<file path="src/sv/ofr_pkg.sv">
// Shared constants, register codes and controller/datapath handshake types for the framer.
package ofr_pkg;

    localparam int POS_W       = 40;
    localparam int BLOCK_W     = 7;
    localparam int STEP_W      = 16;
    localparam int INDEX_W     = 6;
    localparam int CFG_IDX_W   = 2;
    localparam int CFG_DATA_W  = 16;
    localparam int MAX_OUT     = 64;
    localparam int BLOCK_RESET = 64;
    localparam int STEP_RESET  = 32;

    localparam logic [CFG_IDX_W-1:0] REG_BLOCK_SIZE = 2'd0;
    localparam logic [CFG_IDX_W-1:0] REG_STEP_SIZE  = 2'd1;

    localparam logic ACT_PAD = 1'b1;

    typedef logic [POS_W-1:0] pos_t;

    typedef struct packed {
        logic accept;
        logic load_frame;
        logic issue;
        logic advance;
        logic marker;
    } ofr_cmd_t;

    typedef struct packed {
        logic finished;
        logic frame_due;
        logic end_mark;
        logic can_issue;
        logic idx_last;
        logic frame_final;
        logic blk_le_half;
        logic blk_lt_half;
        logic blk_lt_full;
    } ofr_status_t;

endpackage

</file>
<file path="src/sv/ofr_ifs.sv">
// Valid/ready stream interfaces for input samples and output frame words.
interface ofr_in_if #(parameter int SAMPLE_BITS = 24);
    logic                          valid;
    logic                          ready;
    logic                          action;
    logic signed [SAMPLE_BITS-1:0] sample_in;

    modport source (output valid, action, sample_in, input ready);
    modport sink   (input valid, action, sample_in, output ready);
endinterface

interface ofr_out_if #(parameter int SAMPLE_BITS = 24);
    logic                          valid;
    logic                          ready;
    logic signed [SAMPLE_BITS-1:0] frame_sample;
    logic [5:0]                    sample_index;
    logic                          frame_last;
    logic                          stream_done;

    modport source (output valid, frame_sample, sample_index, frame_last, stream_done,
                    input ready);
    modport sink   (input valid, frame_sample, sample_index, frame_last, stream_done,
                    output ready);
endinterface

</file>
<file path="src/sv/overlapping_audio_framer_core.sv">
// Top level of the overlapping audio framer: controller plus datapath.
// The framer cuts a mono sample stream into frames of block_size samples, one frame every
// step_size samples, as if round(block_size/2) zeros preceded the stream; after the real
// samples, padding items (action = 1) feed zeros until the last frame, whose final word
// carries stream_done, after which items are taken and dropped. If the end shows up with
// no frame left, a lone word with stream_done and a zero sample marks it. Each output
// word is one frame sample with its index in the frame and a frame_last flag. An item that
// completes no frame passes through accept and frame check only; each frame it completes
// is read out word by word, because the MAX_BLOCK-entry sample ring has one registered read
// port feeding a single output register, so a word is not read from the ring while the
// previous read is in flight; an end marker adds the marker state. Output stalls hold the
// emission. A write to either configuration register restarts the
// stream at once from the new values and clears the ring through per-entry valid bits,
// so no clearing pass is needed after reset or reconfiguration; write registers only
// while the framer is idle.
module overlapping_audio_framer_core #(
    parameter int MAX_BLOCK   = 64,
    parameter int SAMPLE_BITS = 24
) (
    input  logic                           clk,
    input  logic                           rst_n,
    input  logic                           cfg_we,
    input  logic [ofr_pkg::CFG_IDX_W-1:0]  cfg_index,
    input  logic [ofr_pkg::CFG_DATA_W-1:0] cfg_data,
    ofr_in_if.sink                         samples,
    ofr_out_if.source                      frames
);
    import ofr_pkg::*;

    ofr_cmd_t    cmd;
    ofr_status_t status;
    logic        in_ready;

    // sequencing: accept a word, check for completed frames, stream each one out
    ofr_ctrl u_ctrl (
        .clk      (clk),
        .rst_n    (rst_n),
        .in_valid (samples.valid),
        .in_ready (in_ready),
        .status   (status),
        .cmd      (cmd)
    );

    assign samples.ready = in_ready;

    // ring, positions and output register
    ofr_datapath #(
        .MAX_BLOCK   (MAX_BLOCK),
        .SAMPLE_BITS (SAMPLE_BITS)
    ) u_datapath (
        .clk          (clk),
        .rst_n        (rst_n),
        .cfg_we       (cfg_we),
        .cfg_index    (cfg_index),
        .cfg_data     (cfg_data),
        .cmd          (cmd),
        .status       (status),
        .action       (samples.action),
        .sample_in    (samples.sample_in),
        .out_ready    (frames.ready),
        .out_valid    (frames.valid),
        .frame_sample (frames.frame_sample),
        .sample_index (frames.sample_index),
        .frame_last   (frames.frame_last),
        .stream_done  (frames.stream_done)
    );

endmodule

</file>
<file path="src/sv/ofr_datapath.sv">
// Framer datapath: sample ring, stream positions, ring read pipe and output register.
module ofr_datapath #(
    parameter int MAX_BLOCK   = 64,
    parameter int SAMPLE_BITS = 24
) (
    input  logic                             clk,
    input  logic                             rst_n,
    input  logic                             cfg_we,
    input  logic [ofr_pkg::CFG_IDX_W-1:0]    cfg_index,
    input  logic [ofr_pkg::CFG_DATA_W-1:0]   cfg_data,
    input  ofr_pkg::ofr_cmd_t                cmd,
    output ofr_pkg::ofr_status_t             status,
    input  logic                             action,
    input  logic signed [SAMPLE_BITS-1:0]    sample_in,
    input  logic                             out_ready,
    output logic                             out_valid,
    output logic signed [SAMPLE_BITS-1:0]    frame_sample,
    output logic [ofr_pkg::INDEX_W-1:0]      sample_index,
    output logic                             frame_last,
    output logic                             stream_done
);
    import ofr_pkg::*;

    localparam int AW      = $clog2(MAX_BLOCK);
    localparam int DW      = $clog2(MAX_BLOCK + 1);
    localparam int BW1     = BLOCK_W + 1;
    localparam int PW1     = POS_W + 1;
    localparam int RST_BLK = (BLOCK_RESET > MAX_BLOCK) ? MAX_BLOCK : BLOCK_RESET;
    localparam int RST_OFF = (RST_BLK + 1) / 2;
    localparam logic [BLOCK_W-1:0] MAX_BLK  = BLOCK_W'(MAX_BLOCK);
    localparam logic [AW-1:0]      LAST_PTR = AW'(MAX_BLOCK - 1);

    function automatic logic [BLOCK_W-1:0] eff_block(input logic [BLOCK_W-1:0] b);
        logic [BLOCK_W-1:0] r;
        if (b == '0)
        begin
            r = BLOCK_W'(1);
        end
        else if (b > MAX_BLK)
        begin
            r = MAX_BLK;
        end
        else
        begin
            r = b;
        end
        return r;
    endfunction

    function automatic logic [STEP_W-1:0] eff_step(input logic [STEP_W-1:0] s);
        return (s == '0) ? STEP_W'(1) : s;
    endfunction

    function automatic logic [AW-1:0] ptr_inc(input logic [AW-1:0] p);
        return (p == LAST_PTR) ? '0 : p + AW'(1);
    endfunction

    // configuration
    logic [BLOCK_W-1:0] block_reg;
    logic [STEP_W-1:0]  step_reg;

    // stream positions
    pos_t           vc_reg;
    logic [AW-1:0]  vc_ptr_reg;
    pos_t           limit_reg;
    pos_t           nfe_reg;
    pos_t           fp_reg;
    // start of the following frame, with a carry bit so the end test sees the full sum
    logic [PW1-1:0] fp_next_reg;
    logic           finished_reg;
    logic           pad_reg;
    logic           last_reg;

    // ring and read pipe
    logic [SAMPLE_BITS-1:0] ring_mem [MAX_BLOCK];
    logic [MAX_BLOCK-1:0]   valid_reg;
    logic [AW-1:0]          rd_ptr_reg;
    logic [AW-1:0]          idx_reg;
    logic                   rd_inflight_reg;
    logic                   rd_vld_reg;
    logic [SAMPLE_BITS-1:0] rd_data_reg;
    logic [AW-1:0]          rd_idx_reg;
    logic                   rd_last_reg;
    logic                   rd_done_reg;

    // output register
    logic                          out_valid_reg;
    logic signed [SAMPLE_BITS-1:0] frame_sample_reg;
    logic [INDEX_W-1:0]            sample_index_reg;
    logic                          frame_last_reg;
    logic                          stream_done_reg;

    logic               wr_block;
    logic               wr_step;
    logic               restart;
    logic [BLOCK_W-1:0] new_block;
    logic [STEP_W-1:0]  new_step;
    logic [BLOCK_W-1:0] nb_eff;
    logic [STEP_W-1:0]  ns_eff;
    logic [BLOCK_W-1:0] n_off;
    logic [BLOCK_W-1:0] blk_eff;
    logic [STEP_W-1:0]  stp_eff;
    logic               pad_now;
    logic [DW-1:0]      back_len;
    logic [DW-1:0]      ptr_ext;
    logic [AW-1:0]      start_slot;
    logic               out_free;
    logic               idx_last;

    always_comb
    begin
        wr_block  = cfg_we && (cfg_index == REG_BLOCK_SIZE);
        wr_step   = cfg_we && (cfg_index == REG_STEP_SIZE);
        restart   = wr_block || wr_step;
        new_block = wr_block ? cfg_data[BLOCK_W-1:0] : block_reg;
        new_step  = wr_step ? cfg_data : step_reg;
        nb_eff    = eff_block(new_block);
        ns_eff    = eff_step(new_step);
        n_off     = BLOCK_W'(({1'b0, nb_eff} + BW1'(1)) >> 1);
        blk_eff   = eff_block(block_reg);
        stp_eff   = eff_step(step_reg);
    end

    always_comb
    begin
        pad_now  = (action == ACT_PAD) || (vc_reg != limit_reg);
        // distance back from the write head to the frame start never exceeds the ring
        back_len = vc_reg[DW-1:0] - nfe_reg[DW-1:0] + blk_eff[DW-1:0];
        ptr_ext  = DW'(vc_ptr_reg);
        if (ptr_ext >= back_len)
        begin
            start_slot = AW'(ptr_ext - back_len);
        end
        else
        begin
            start_slot = AW'(ptr_ext + (DW'(MAX_BLOCK) - back_len));
        end
        out_free = !out_valid_reg || out_ready;
        idx_last = (DW'(idx_reg) == (blk_eff[DW-1:0] - DW'(1)));
    end

    always_comb
    begin
        status.finished    = finished_reg;
        status.frame_due   = (nfe_reg <= vc_reg) && (fp_reg < limit_reg);
        status.end_mark    = pad_reg && !(fp_reg < limit_reg);
        status.can_issue   = out_free && !rd_inflight_reg;
        status.idx_last    = idx_last;
        status.frame_final = last_reg;
        status.blk_le_half = blk_eff <= BLOCK_W'(MAX_OUT / 2);
        status.blk_lt_half = blk_eff < BLOCK_W'(MAX_OUT / 2);
        status.blk_lt_full = blk_eff < BLOCK_W'(MAX_OUT);
    end

    always_ff @(posedge clk or negedge rst_n)
    begin
        if (!rst_n)
        begin
            block_reg    <= BLOCK_W'(BLOCK_RESET);
            step_reg     <= STEP_W'(STEP_RESET);
            vc_reg       <= POS_W'(RST_OFF);
            vc_ptr_reg   <= AW'(RST_OFF);
            limit_reg    <= POS_W'(RST_OFF);
            nfe_reg      <= POS_W'(RST_BLK);
            fp_reg       <= '0;
            fp_next_reg  <= PW1'(STEP_RESET);
            finished_reg <= 1'b0;
            pad_reg      <= 1'b0;
            last_reg     <= 1'b0;
        end
        else if (restart)
        begin
            block_reg    <= new_block;
            step_reg     <= new_step;
            vc_reg       <= POS_W'(n_off);
            vc_ptr_reg   <= AW'(n_off);
            limit_reg    <= POS_W'(n_off);
            nfe_reg      <= POS_W'(nb_eff);
            fp_reg       <= '0;
            fp_next_reg  <= PW1'(ns_eff);
            finished_reg <= 1'b0;
        end
        else
        begin
            if (cmd.accept)
            begin
                pad_reg    <= pad_now;
                vc_reg     <= vc_reg + POS_W'(1);
                vc_ptr_reg <= ptr_inc(vc_ptr_reg);
                if (!pad_now)
                begin
                    limit_reg <= limit_reg + POS_W'(1);
                end
            end
            if (cmd.load_frame)
            begin
                last_reg <= pad_reg && (fp_next_reg >= {1'b0, limit_reg});
            end
            if (cmd.advance)
            begin
                fp_reg      <= fp_next_reg[POS_W-1:0];
                fp_next_reg <= {1'b0, fp_next_reg[POS_W-1:0]} + PW1'(stp_eff);
                nfe_reg     <= fp_next_reg[POS_W-1:0] + POS_W'(blk_eff);
                if (last_reg)
                begin
                    finished_reg <= 1'b1;
                end
            end
            if (cmd.marker)
            begin
                finished_reg <= 1'b1;
            end
        end
    end

    // ring storage: one write port at accept, one registered read port at issue
    always_ff @(posedge clk)
    begin
        if (cmd.accept)
        begin
            ring_mem[vc_ptr_reg] <= pad_now ? '0 : sample_in;
        end
        if (cmd.issue)
        begin
            rd_data_reg <= ring_mem[rd_ptr_reg];
        end
    end

    always_ff @(posedge clk or negedge rst_n)
    begin
        if (!rst_n)
        begin
            valid_reg <= '0;
        end
        else if (restart)
        begin
            valid_reg <= '0;
        end
        else if (cmd.accept)
        begin
            valid_reg[vc_ptr_reg] <= 1'b1;
        end
    end

    always_ff @(posedge clk or negedge rst_n)
    begin
        if (!rst_n)
        begin
            rd_inflight_reg <= 1'b0;
            rd_ptr_reg      <= '0;
            idx_reg         <= '0;
        end
        else
        begin
            rd_inflight_reg <= cmd.issue;
            if (cmd.load_frame)
            begin
                rd_ptr_reg <= start_slot;
                idx_reg    <= '0;
            end
            else if (cmd.issue)
            begin
                rd_ptr_reg <= ptr_inc(rd_ptr_reg);
                idx_reg    <= idx_reg + AW'(1);
            end
        end
    end

    always_ff @(posedge clk)
    begin
        if (cmd.issue)
        begin
            rd_vld_reg  <= valid_reg[rd_ptr_reg];
            rd_idx_reg  <= idx_reg;
            rd_last_reg <= idx_last;
            rd_done_reg <= idx_last && last_reg;
        end
    end

    always_ff @(posedge clk or negedge rst_n)
    begin
        if (!rst_n)
        begin
            out_valid_reg <= 1'b0;
        end
        else if (rd_inflight_reg || cmd.marker)
        begin
            out_valid_reg <= 1'b1;
        end
        else if (out_ready)
        begin
            out_valid_reg <= 1'b0;
        end
    end

    always_ff @(posedge clk)
    begin
        if (rd_inflight_reg)
        begin
            frame_sample_reg <= rd_vld_reg ? rd_data_reg : '0;
            sample_index_reg <= INDEX_W'(rd_idx_reg);
            frame_last_reg   <= rd_last_reg;
            stream_done_reg  <= rd_done_reg;
        end
        else if (cmd.marker)
        begin
            frame_sample_reg <= '0;
            sample_index_reg <= '0;
            frame_last_reg   <= 1'b0;
            stream_done_reg  <= 1'b1;
        end
    end

    assign out_valid    = out_valid_reg;
    assign frame_sample = frame_sample_reg;
    assign sample_index = sample_index_reg;
    assign frame_last   = frame_last_reg;
    assign stream_done  = stream_done_reg;

    a_land_free: assert property (@(posedge clk) disable iff (!rst_n)
        rd_inflight_reg |-> !out_valid_reg)
        else $error("ring read landed on an occupied output register");

    a_finish_holds: assert property (@(posedge clk) disable iff (!rst_n)
        finished_reg && !restart |=> finished_reg)
        else $error("finished flag dropped without a restart");

    a_done_shape: assert property (@(posedge clk) disable iff (!rst_n)
        out_valid_reg && stream_done_reg |->
            frame_last_reg || (sample_index_reg == '0 && frame_sample_reg == '0))
        else $error("stream_done on a word that is neither a frame end nor the marker");

endmodule

</file>
<file path="src/sv/ofr_ctrl.sv">
// Framer controller: sequences accept, frame check, sample emission and frame advance.
module ofr_ctrl (
    input  logic                 clk,
    input  logic                 rst_n,
    input  logic                 in_valid,
    output logic                 in_ready,
    input  ofr_pkg::ofr_status_t status,
    output ofr_pkg::ofr_cmd_t    cmd
);
    import ofr_pkg::*;

    typedef enum logic [4:0] {
        S_IDLE  = 5'b00001,
        S_CHECK = 5'b00010,
        S_EMIT  = 5'b00100,
        S_ADV   = 5'b01000,
        S_MARK  = 5'b10000
    } state_t;

    state_t     state_reg;
    state_t     state_next;
    logic [1:0] frame_cnt_reg;
    logic [1:0] frame_cnt_next;
    logic       frame_room;
    logic       mark_room;

    always_comb
    begin
        // at most two frames per item, and never more than MAX_OUT words
        frame_room = (frame_cnt_reg == 2'd0) ||
                     ((frame_cnt_reg == 2'd1) && status.blk_le_half);
        mark_room  = (frame_cnt_reg == 2'd0) ||
                     ((frame_cnt_reg == 2'd1) && status.blk_lt_full) ||
                     ((frame_cnt_reg == 2'd2) && status.blk_lt_half);
    end

    always_comb
    begin
        state_next     = state_reg;
        frame_cnt_next = frame_cnt_reg;
        in_ready       = 1'b0;
        cmd            = '0;
        case (state_reg)
            S_IDLE:
            begin
                in_ready = 1'b1;
                // after the stream ends, take items and drop them
                if (in_valid && !status.finished)
                begin
                    cmd.accept     = 1'b1;
                    frame_cnt_next = 2'd0;
                    state_next     = S_CHECK;
                end
            end
            S_CHECK:
            begin
                if (status.frame_due && frame_room)
                begin
                    cmd.load_frame = 1'b1;
                    state_next     = S_EMIT;
                end
                else if (status.end_mark && mark_room)
                begin
                    state_next = S_MARK;
                end
                else
                begin
                    state_next = S_IDLE;
                end
            end
            S_EMIT:
            begin
                if (status.can_issue)
                begin
                    cmd.issue = 1'b1;
                    if (status.idx_last)
                    begin
                        state_next = S_ADV;
                    end
                end
            end
            S_ADV:
            begin
                cmd.advance    = 1'b1;
                frame_cnt_next = frame_cnt_reg + 2'd1;
                state_next     = status.frame_final ? S_IDLE : S_CHECK;
            end
            S_MARK:
            begin
                if (status.can_issue)
                begin
                    cmd.marker = 1'b1;
                    state_next = S_IDLE;
                end
            end
            default:
            begin
                state_next = S_IDLE;
            end
        endcase
    end

    always_ff @(posedge clk or negedge rst_n)
    begin
        if (!rst_n)
        begin
            state_reg     <= S_IDLE;
            frame_cnt_reg <= 2'd0;
        end
        else
        begin
            state_reg     <= state_next;
            frame_cnt_reg <= frame_cnt_next;
        end
    end

    a_cnt_bound: assert property (@(posedge clk) disable iff (!rst_n)
        frame_cnt_reg != 2'd3)
        else $error("more than two frames counted for one item");

    a_adv_after_emit: assert property (@(posedge clk) disable iff (!rst_n)
        state_reg == S_ADV |-> $past(state_reg == S_EMIT))
        else $error("frame advance without emission");

    a_accept_check: assert property (@(posedge clk) disable iff (!rst_n)
        cmd.accept |=> state_reg == S_CHECK)
        else $error("accepted item not followed by a frame check");

endmodule

</file>
<file path="src/flat_wrapper.sv">
// flat-port wrapper written by rule: the top's interface ports become plain ports
module overlapping_audio_framer_core_flat import ofr_pkg::*;
#(
    parameter int MAX_BLOCK   = 64,
    parameter int SAMPLE_BITS = 24
)
  (clk, rst_n, cfg_we, cfg_index, cfg_data, samples_valid, samples_action, samples_sample_in, samples_ready, frames_valid, frames_frame_sample, frames_sample_index, frames_frame_last, frames_stream_done, frames_ready);
  ofr_in_if #(.SAMPLE_BITS(SAMPLE_BITS)) samples_i ();
  ofr_out_if #(.SAMPLE_BITS(SAMPLE_BITS)) frames_i ();
  input  logic clk;
  input  logic rst_n;
  input  logic cfg_we;
  input  logic [ofr_pkg::CFG_IDX_W-1:0] cfg_index;
  input  logic [ofr_pkg::CFG_DATA_W-1:0] cfg_data;
  input wire logic [$bits(samples_i.valid)-1:0] samples_valid;
  input wire logic [$bits(samples_i.action)-1:0] samples_action;
  input wire logic [$bits(samples_i.sample_in)-1:0] samples_sample_in;
  output wire logic [$bits(samples_i.ready)-1:0] samples_ready;
  output wire logic [$bits(frames_i.valid)-1:0] frames_valid;
  output wire logic [$bits(frames_i.frame_sample)-1:0] frames_frame_sample;
  output wire logic [$bits(frames_i.sample_index)-1:0] frames_sample_index;
  output wire logic [$bits(frames_i.frame_last)-1:0] frames_frame_last;
  output wire logic [$bits(frames_i.stream_done)-1:0] frames_stream_done;
  input wire logic [$bits(frames_i.ready)-1:0] frames_ready;
  assign samples_i.valid = samples_valid;
  assign samples_i.action = samples_action;
  assign samples_i.sample_in = samples_sample_in;
  assign samples_ready = samples_i.ready;
  assign frames_valid = frames_i.valid;
  assign frames_frame_sample = frames_i.frame_sample;
  assign frames_sample_index = frames_i.sample_index;
  assign frames_frame_last = frames_i.frame_last;
  assign frames_stream_done = frames_i.stream_done;
  assign frames_i.ready = frames_ready;
  overlapping_audio_framer_core #(.MAX_BLOCK(MAX_BLOCK), .SAMPLE_BITS(SAMPLE_BITS)) u_core (.clk(clk), .rst_n(rst_n), .cfg_we(cfg_we), .cfg_index(cfg_index), .cfg_data(cfg_data), .samples(samples_i), .frames(frames_i));
endmodule
</file>
<file path="config.mk">
export PLATFORM = sky130hd
export DESIGN_NAME = overlapping_audio_framer_core_flat
export DESIGN_NICKNAME = d
export VERILOG_FILES = /design/src/sv/ofr_pkg.sv /design/src/sv/ofr_ifs.sv /design/src/sv/overlapping_audio_framer_core.sv /design/src/sv/ofr_datapath.sv /design/src/sv/ofr_ctrl.sv /design/src/flat_wrapper.sv
export SDC_FILE = /design/constraint.sdc
export NUM_CORES = 2
export LEC_CHECK = 0
export BUFFER_PORTS_ARGS = -buffer_cell sky130_fd_sc_hd__buf_4
export CORE_UTILIZATION = 63
export CTS_CLUSTER_DIAMETER = 80
export DETAILED_ROUTE_END_ITERATION = 7
export MAX_ROUTING_LAYER = met4
export PLACE_DENSITY_LB_ADDON = 0.05
export SLEW_MARGIN = 20
export SYNTH_ARGS = -nofsm -noshare
export SYNTH_HDL_FRONTEND = slang
export SYNTH_SLANG_ARGS = --single-unit
</file>
<file path="constraint.sdc">
create_clock -name clk -period 5.1 [get_ports clk]
set_clock_uncertainty 0.1 [all_clocks]
set_input_delay 0.51 -clock clk [delete_from_list [all_inputs] [get_ports clk]]
set_output_delay 0.51 -clock clk [all_outputs]
set_load 0.01 [all_outputs]
</file>
Word level (Yosys, flattened, before mapping)
Memory sizes are Yosys's and may differ from the RTL's. A register that Yosys moved wholly into a read port is not among the register bits.
Cells that the tools add are included.
- flip-flop bits (word level): 359
- RAM bits: 1536
- bits of input ports: 48
- output and inout port bits: 34
- logic and storage cells: 189
- memories: 1
- memory list (memory ; depth ; width ; read ports ; clocked after memory_dff ; wr ports ; RTL line ; source):
    u_core.u_datapath.ring_mem ; 64 ; 24 ; 1 ; 1 ; 1 ; ofr_datapath.sv:75 ; logic [SAMPLE_BITS-1:0] ring_mem [MAX_BLOCK];
- add/subtract/negate cells: 15
- $lt $le $gt $ge: 12
- equality and inequality tests: 17
- mux-type cells: 71
- bitwise operators: 2
- reduce and logical (&&, ||, !) cells: 45
- operators by type and width (operator ; count):
    40-bit two-way mux ; 9
    64-bit two-way mux ; 2
    24-bit two-way mux ; 4
    41-bit two-way mux ; 2
    40-bit by 1-bit adder with 40-bit output, second input constant ; 2
    6-bit two-way mux ; 11
    64-bit OR ; 1
    16-bit two-way mux ; 3
    40-bit by 16-bit adder with 41-bit output ; 1
    41-bit by 40-bit greater-or-equal comparator with 1-bit output ; 1
    40-bit by 7-bit adder with 40-bit output ; 1
    40-bit <= comparator ; 1
    40-bit < comparator ; 1
    40-bit != test ; 1
    7-bit two-way mux ; 5
    16-bit logical NOT ; 2
    5-bit two-way mux ; 6
    5-bit one-hot mux with 5 select lines ; 1
    1-bit two-way mux ; 23
    6-bit by 1-bit adder with 6-bit output, second input constant ; 3
    7-bit greater-than comparator, second input constant ; 2
    1-bit logical AND ; 14
    7-bit logical NOT ; 2
    6-bit by 7-bit < comparator with 1-bit output, second input constant ; 2
    36 further kinds ; 62

Logic depth before layout (Yosys ltp)
- word-level depth: 11
- gate-level depth with buffers: 18

Modules after synthesis
From an unflattened synthesis, not the netlist that was laid out.
- cell total of the unflattened synthesis: 4588
- area, all modules: 80907.6 µm²
- by module, submodules not included (module ; instances ; cells an instance ; area an instance (µm²) ; seq. area each (µm²)):
    ofr_datapath ; 1 ; 4526 ; 80365.8 ; 55867.3
    ofr_ctrl ; 1 ; 62 ; 541.8 ; 176.4

Worst setup path before layout
OpenSTA, ideal clock, no wires.
- kind: register -> register
- from: register u_core.u_datapath.block_reg[2]
- to: register u_core.u_datapath.rd_ptr_reg[5]
- library setup time: 95 ps
- data arrival time: 3533 ps
- required time: 4905 ps
- path slack: 1372 ps
- cell stages (with the launch flop): 19
- path buffers: 0
- period minus slack after synthesis: 3728 ps
- path through: dfrtp_1 -> or4_1 -> nor2_1 -> nor2_1 -> nor2_1 -> inv_1 -> ha_1 -> inv_1 -> ha_1 -> fa_1 -> inv_1 -> ha_1 -> nor2b_1 -> nor3_1 -> o21bai_1 -> a21oi_1 -> xnor2_1 -> xnor2_1 -> a211oi_1
- cells in the longest elaborated chain, start to end: 10
- ends and longest elaborated chain (item ; RTL line ; source):
    start: declaration ; ofr_datapath.sv:59 ; logic [BLOCK_W-1:0] block_reg;
    start signal: assignment ; ofr_datapath.sv:159 ; block_reg <= BLOCK_W'(BLOCK_RESET);
    start signal: assignment ; ofr_datapath.sv:173 ; block_reg <= new_block;
    7-bit greater-than comparator ; ofr_datapath.sv:39 ; else if (b > MAX_BLK)
    7-bit two-way mux ; ofr_datapath.sv:39 ;
    7-bit two-way mux (*) ; ofr_datapath.sv:35 ; if (b == '0)
    parallel branches: the longest is 7 deep, another holds 7-bit adder ; n/a ;
    end signal: assignment ; ofr_datapath.sv:258 ; rd_ptr_reg <= start_slot;
    end signal: assignment ; ofr_datapath.sv:263 ; rd_ptr_reg <= ptr_inc(rd_ptr_reg);
    end: declaration ; ofr_datapath.sv:77 ; logic [AW-1:0] rd_ptr_reg;
Every way passes the cells marked *.
A chain may end at the register's enable or synchronous reset.

Worst setup path after layout
Ends and elaborated chain as after synthesis.

==> results by group <==
Run status
  • Result of the run: finished clean

Global routing
  • Antenna violations before repair: 10
  • Total gr overflow: 0
  • Wire length of the first global-routing pass: 297 mm
  • Number of global-route vias before repair: 43400
  • Overall global routing resource usage: 33.2%
  • Pin count of the biggest net entering global routing: 165

Worst setup path
  • Crit path arrival time: 4.63 ns
  • Bufs and invs on worst path: 3
  • Required @ worst endpoint: 5.71 ns
  • Critical path launch point type: register
  • CP cell instances: or4_1, nor2_1, nor2_1, nor2_1, inv_1, ha_1, inv_1, ha_1, fa_1, inv_1, ha_1, nor2b_1, nor3_1, o21bai_1, a21oi_1, xnor2_1, xnor2_1, a211oi_1
  • Cell family contributing the most delay on the critical path: simple AND/OR/NAND/NOR gates
  • CP peak stage delay: 0.60 ns
  • Crit. End Element: register
  • Worst Setup Path Type: register to register
  • Maximum fanout along the worst path: 6
  • Crit-path slowest cell: sky130_fd_sc_hd__or4_1

Clocking
  • Clock-pin slew reported for the worst setup and hold paths after clock tree synthesis: 0.06 ns
  • Maximum buffer depth of the clock tree: 3
  • Post-CTS Repair Setup Buffers: 0
  • Clock sink count: 1919
  • Clock tree from TritonCTS: built
  • Hold-fix buffers, CTS: 19
  • Total of cells resized after clock tree synthesis: 0
  • Number of buffers created by CTS: 189
  • H-tree level count: 4
  • Clock tree root driver cell: sky130_fd_sc_hd__clkbuf_16
  • Insertion delay of the later-clocked pin in the worst-skew pair: 0.82 ns

Run
  • Max-cap check violation count: 0

Routing
  • Remaining number of nets flagged by the antenna check after routing: 0
  • Routed wirelength normalized by instance count: 30.8 um
  • Total vias in the final route: 44100
  • Final routed DRC violation total: 0
  • Drt total wl: 204 mm
  • Number of detailed-routing iterations run before antenna repair: 8
  • Via-to-Cell Ratio: 6.67
  • Starting DRT DRC Count: 5642

Floorplanning
  • # rows: 130
  • Total I/O pin count: 82
  • Die W: 359 um
  • Starting density of the core: 63.8%
  • Std-Cell Core Area: 0.126 mm^2
  • DIE HEIGHT: 359 um
  • Die Area: 0.129 mm^2

Timing
  • Headroom to the max-slew limit: 25.1%
  • Unrepaired setup endpoints after global routing: no
  • Post-layout minimum cycle time: 4.01 ns
  • Final Hold Vio Count: 0
  • Final setup violating endpoints: 0
  • Worst-margin pin slew: 1.12 ns
  • Final count of pins violating max slew: 0
  • Maximum clock frequency: 0.249 GHz
  • Post-Route Setup TNS: 0 ns
  • Fin crit share: 78.7%

Synthesis
  • Main flop type after synthesis: sky130_fd_sc_hd__edfxtp_1
  • Cells after synthesis: 4587
  • Cell taking the most area after synthesis: sky130_fd_sc_hd__edfxtp_1
  • Sequential fraction of the synthesis area: 69.6%
  • Fraction of registers with async set or reset after synthesis: 16.6%
  • Top cell type's share of synthesized area: 59.7%
  • Yosys warns: 0
  • Register bit total from synthesis: 1919
  • Number of enable flip-flop cells after synthesis: 1601
  • Post-Syn Area: 0.0805 mm^2
  • Synth cell types: 75
  • Avg Cell Area, Syn: 17.6 um^2
  • Total nets after synthesis: 4807
  • Main area contributors after synthesis: sky130_fd_sc_hd__edfxtp_1 60%, sky130_fd_sc_hd__mux4_2 15%, sky130_fd_sc_hd__dfrtp_1 9.6%

Placement
  • Instance area after placement: 0.0844 mm^2
  • Detailed placer's ending HPWL: 126 mm
  • Final RePlAce weighted congestion: 0.933
  • Cell total after placement: 6237
  • Port Buffer Count: 81

Power
  • Power density of the placed cells: 485 mW/mm^2
  • Maximum vdd drop: 447 uV
  • Static Leak: 0.0330 uW

Final layout
  • Flip-flop count of the largest register after layout: 1536
  • Area grow syn2layout: 13.0%
  • Final std cell area, no fill: 0.0910 mm^2
  • Post-layout nets: 5017
  • Layout cells sized above 1: 23.9%
  • Final standard cell count with taps included and fillers excluded: 6614

Hold path
  • Class of the tightest hold or removal check: input port to register
[synthesized netlist by cell type, drive strengths merged, types with 6 or more instances]
master      n
a2111oi     6
a211oi     19
a21o       20
a21oi     195
a22oi       8
a31oi      14
and2       16
and3       73
and4        9
buf        48
clkbuf    192
dfrtp     310
dfstp       8
edfxtp   1601
fa          8
ha        164
inv       126
mux2       10
mux2i      22
mux4      525
nand2     231
nand2b     11
nand3      66
nand3b      6
nand4      63
nor2      337
nor2b      10
nor3       48
nor4       33
o211ai      9
o21a       16
o21ai     112
or2         6
or3        18
xnor2     105
xor2       77
[stage by stage]
stage               hold slack (ns)  total power (uW)  util (%)  worst slack [ns]
finish                       0.0764             44100      72.1              1.09
global route                 0.0621             45500      72.1             0.791
CTS                          0.0146             44300      72.1              1.06
detailed placement            0.379             30200      66.9              1.07
global placement              0.371             30100      66.9              1.03
floorplan                     0.114             25900         -              1.37
[worst paths after layout]
| check | startpoint | to | slack, ns | cells after the start |
|---|---|---|---|---|
| max | u_core.u_datapath.block_reg[2] | u_core.u_datapath.rd_ptr_reg[5] | 1.09 | 18 |
| min | frames_ready | u_core.u_datapath.out_valid | 0.08 | 4 |
| max reg2reg | u_core.u_datapath.block_reg[2] | u_core.u_datapath.rd_ptr_reg[5] | 1.09 | 18 |
| min reg2reg | u_core.u_datapath.valid_reg[8] | u_core.u_datapath.valid_reg[8] | 0.39 | 1 |
| max in group asynchronous | rst_n | u_core.u_datapath.fp_reg[12] | 3.40 | 3 |
| min in group asynchronous | rst_n | u_core.u_datapath.valid_reg[5] | 0.27 | 2 |
[report_power, final]
part | leakage, uW | internal [uW] | switching [uW]
sequential | 0.0202 | 17600 | 768
combinational | 0.00977 | 5220 | 6300
clock | 0.00311 | 8290 | 5920
total | 0.0330 | 31200 | 13000
[final cells by class]
class,instances,area (um^2)
Clock buffer,291,5530
Sequential cell,1919,56100
Antenna cell,4,10.0
Tap cell,1650,2060
Fill cell,7689,35200
Timing Repair Buffer,259,2390
Clock inverter,63,826
Inverter,126,473
Multi-Input combinational cell,2302,23600
[worst reg2reg max path, stage by stage (launching register included)]
cell and delay (ns):
sky130_fd_sc_hd__dfrtp_1 0.42, sky130_fd_sc_hd__or4_1 0.60, sky130_fd_sc_hd__nor2_1 0.12, sky130_fd_sc_hd__nor2_1 0.06, sky130_fd_sc_hd__nor2_1 0.13, sky130_fd_sc_hd__inv_1 0.10, sky130_fd_sc_hd__ha_1 0.28, sky130_fd_sc_hd__inv_1 0.04
sky130_fd_sc_hd__ha_1 0.19, sky130_fd_sc_hd__fa_1 0.48, sky130_fd_sc_hd__inv_1 0.06, sky130_fd_sc_hd__ha_1 0.26, sky130_fd_sc_hd__nor2b_1 0.13, sky130_fd_sc_hd__nor3_1 0.18, sky130_fd_sc_hd__o21bai_1 0.11, sky130_fd_sc_hd__a21oi_1 0.17
sky130_fd_sc_hd__xnor2_1 0.16, sky130_fd_sc_hd__xnor2_1 0.09, sky130_fd_sc_hd__a211oi_1 0.23
[placed cells by master (no fill, tap or decap), drive strengths merged, types with 18 or more instances in the layout]
master,count
and3,73
clkinv,41
mux4,525
nor2,337
edfxtp,1601
buf,240
nor4,33
xnor2,105
nand4,63
xor2,77
inv,130
nand3,66
clkbuf,291
a21oi,195
dlygate4sd3,19
nor3,48
a21o,20
o21ai,112
ha,164
dfrtp,310
a211oi,19
mux2i,22
nand2,231
or3,18
[routing by layer]
layer  wire length (um)  track usage [%]  share of wire, %
met2              93700             48.0                46
met1              84000             49.3                41
met5                  0                -                 0
met3              21800             6.90                11
met4               4270             7.88               2.1
[cells by family (layout without fill, tap and decap cells)]
group,Yosys count,after routing,share of synthesized area [%]
multiplexers,557,557,15.1
other,0,4,0
XOR/XNOR,182,182,1.98
flip-flops,1919,1919,69.6
buffers and inverters,366,739,1.71
AO/OA/AOI/OAI,444,444,3.27
adder cells (fa/ha/maj),172,172,2.75
AND/OR/NAND/NOR,947,947,5.57
No activity file was read; power rests on OpenSTA's default activity.
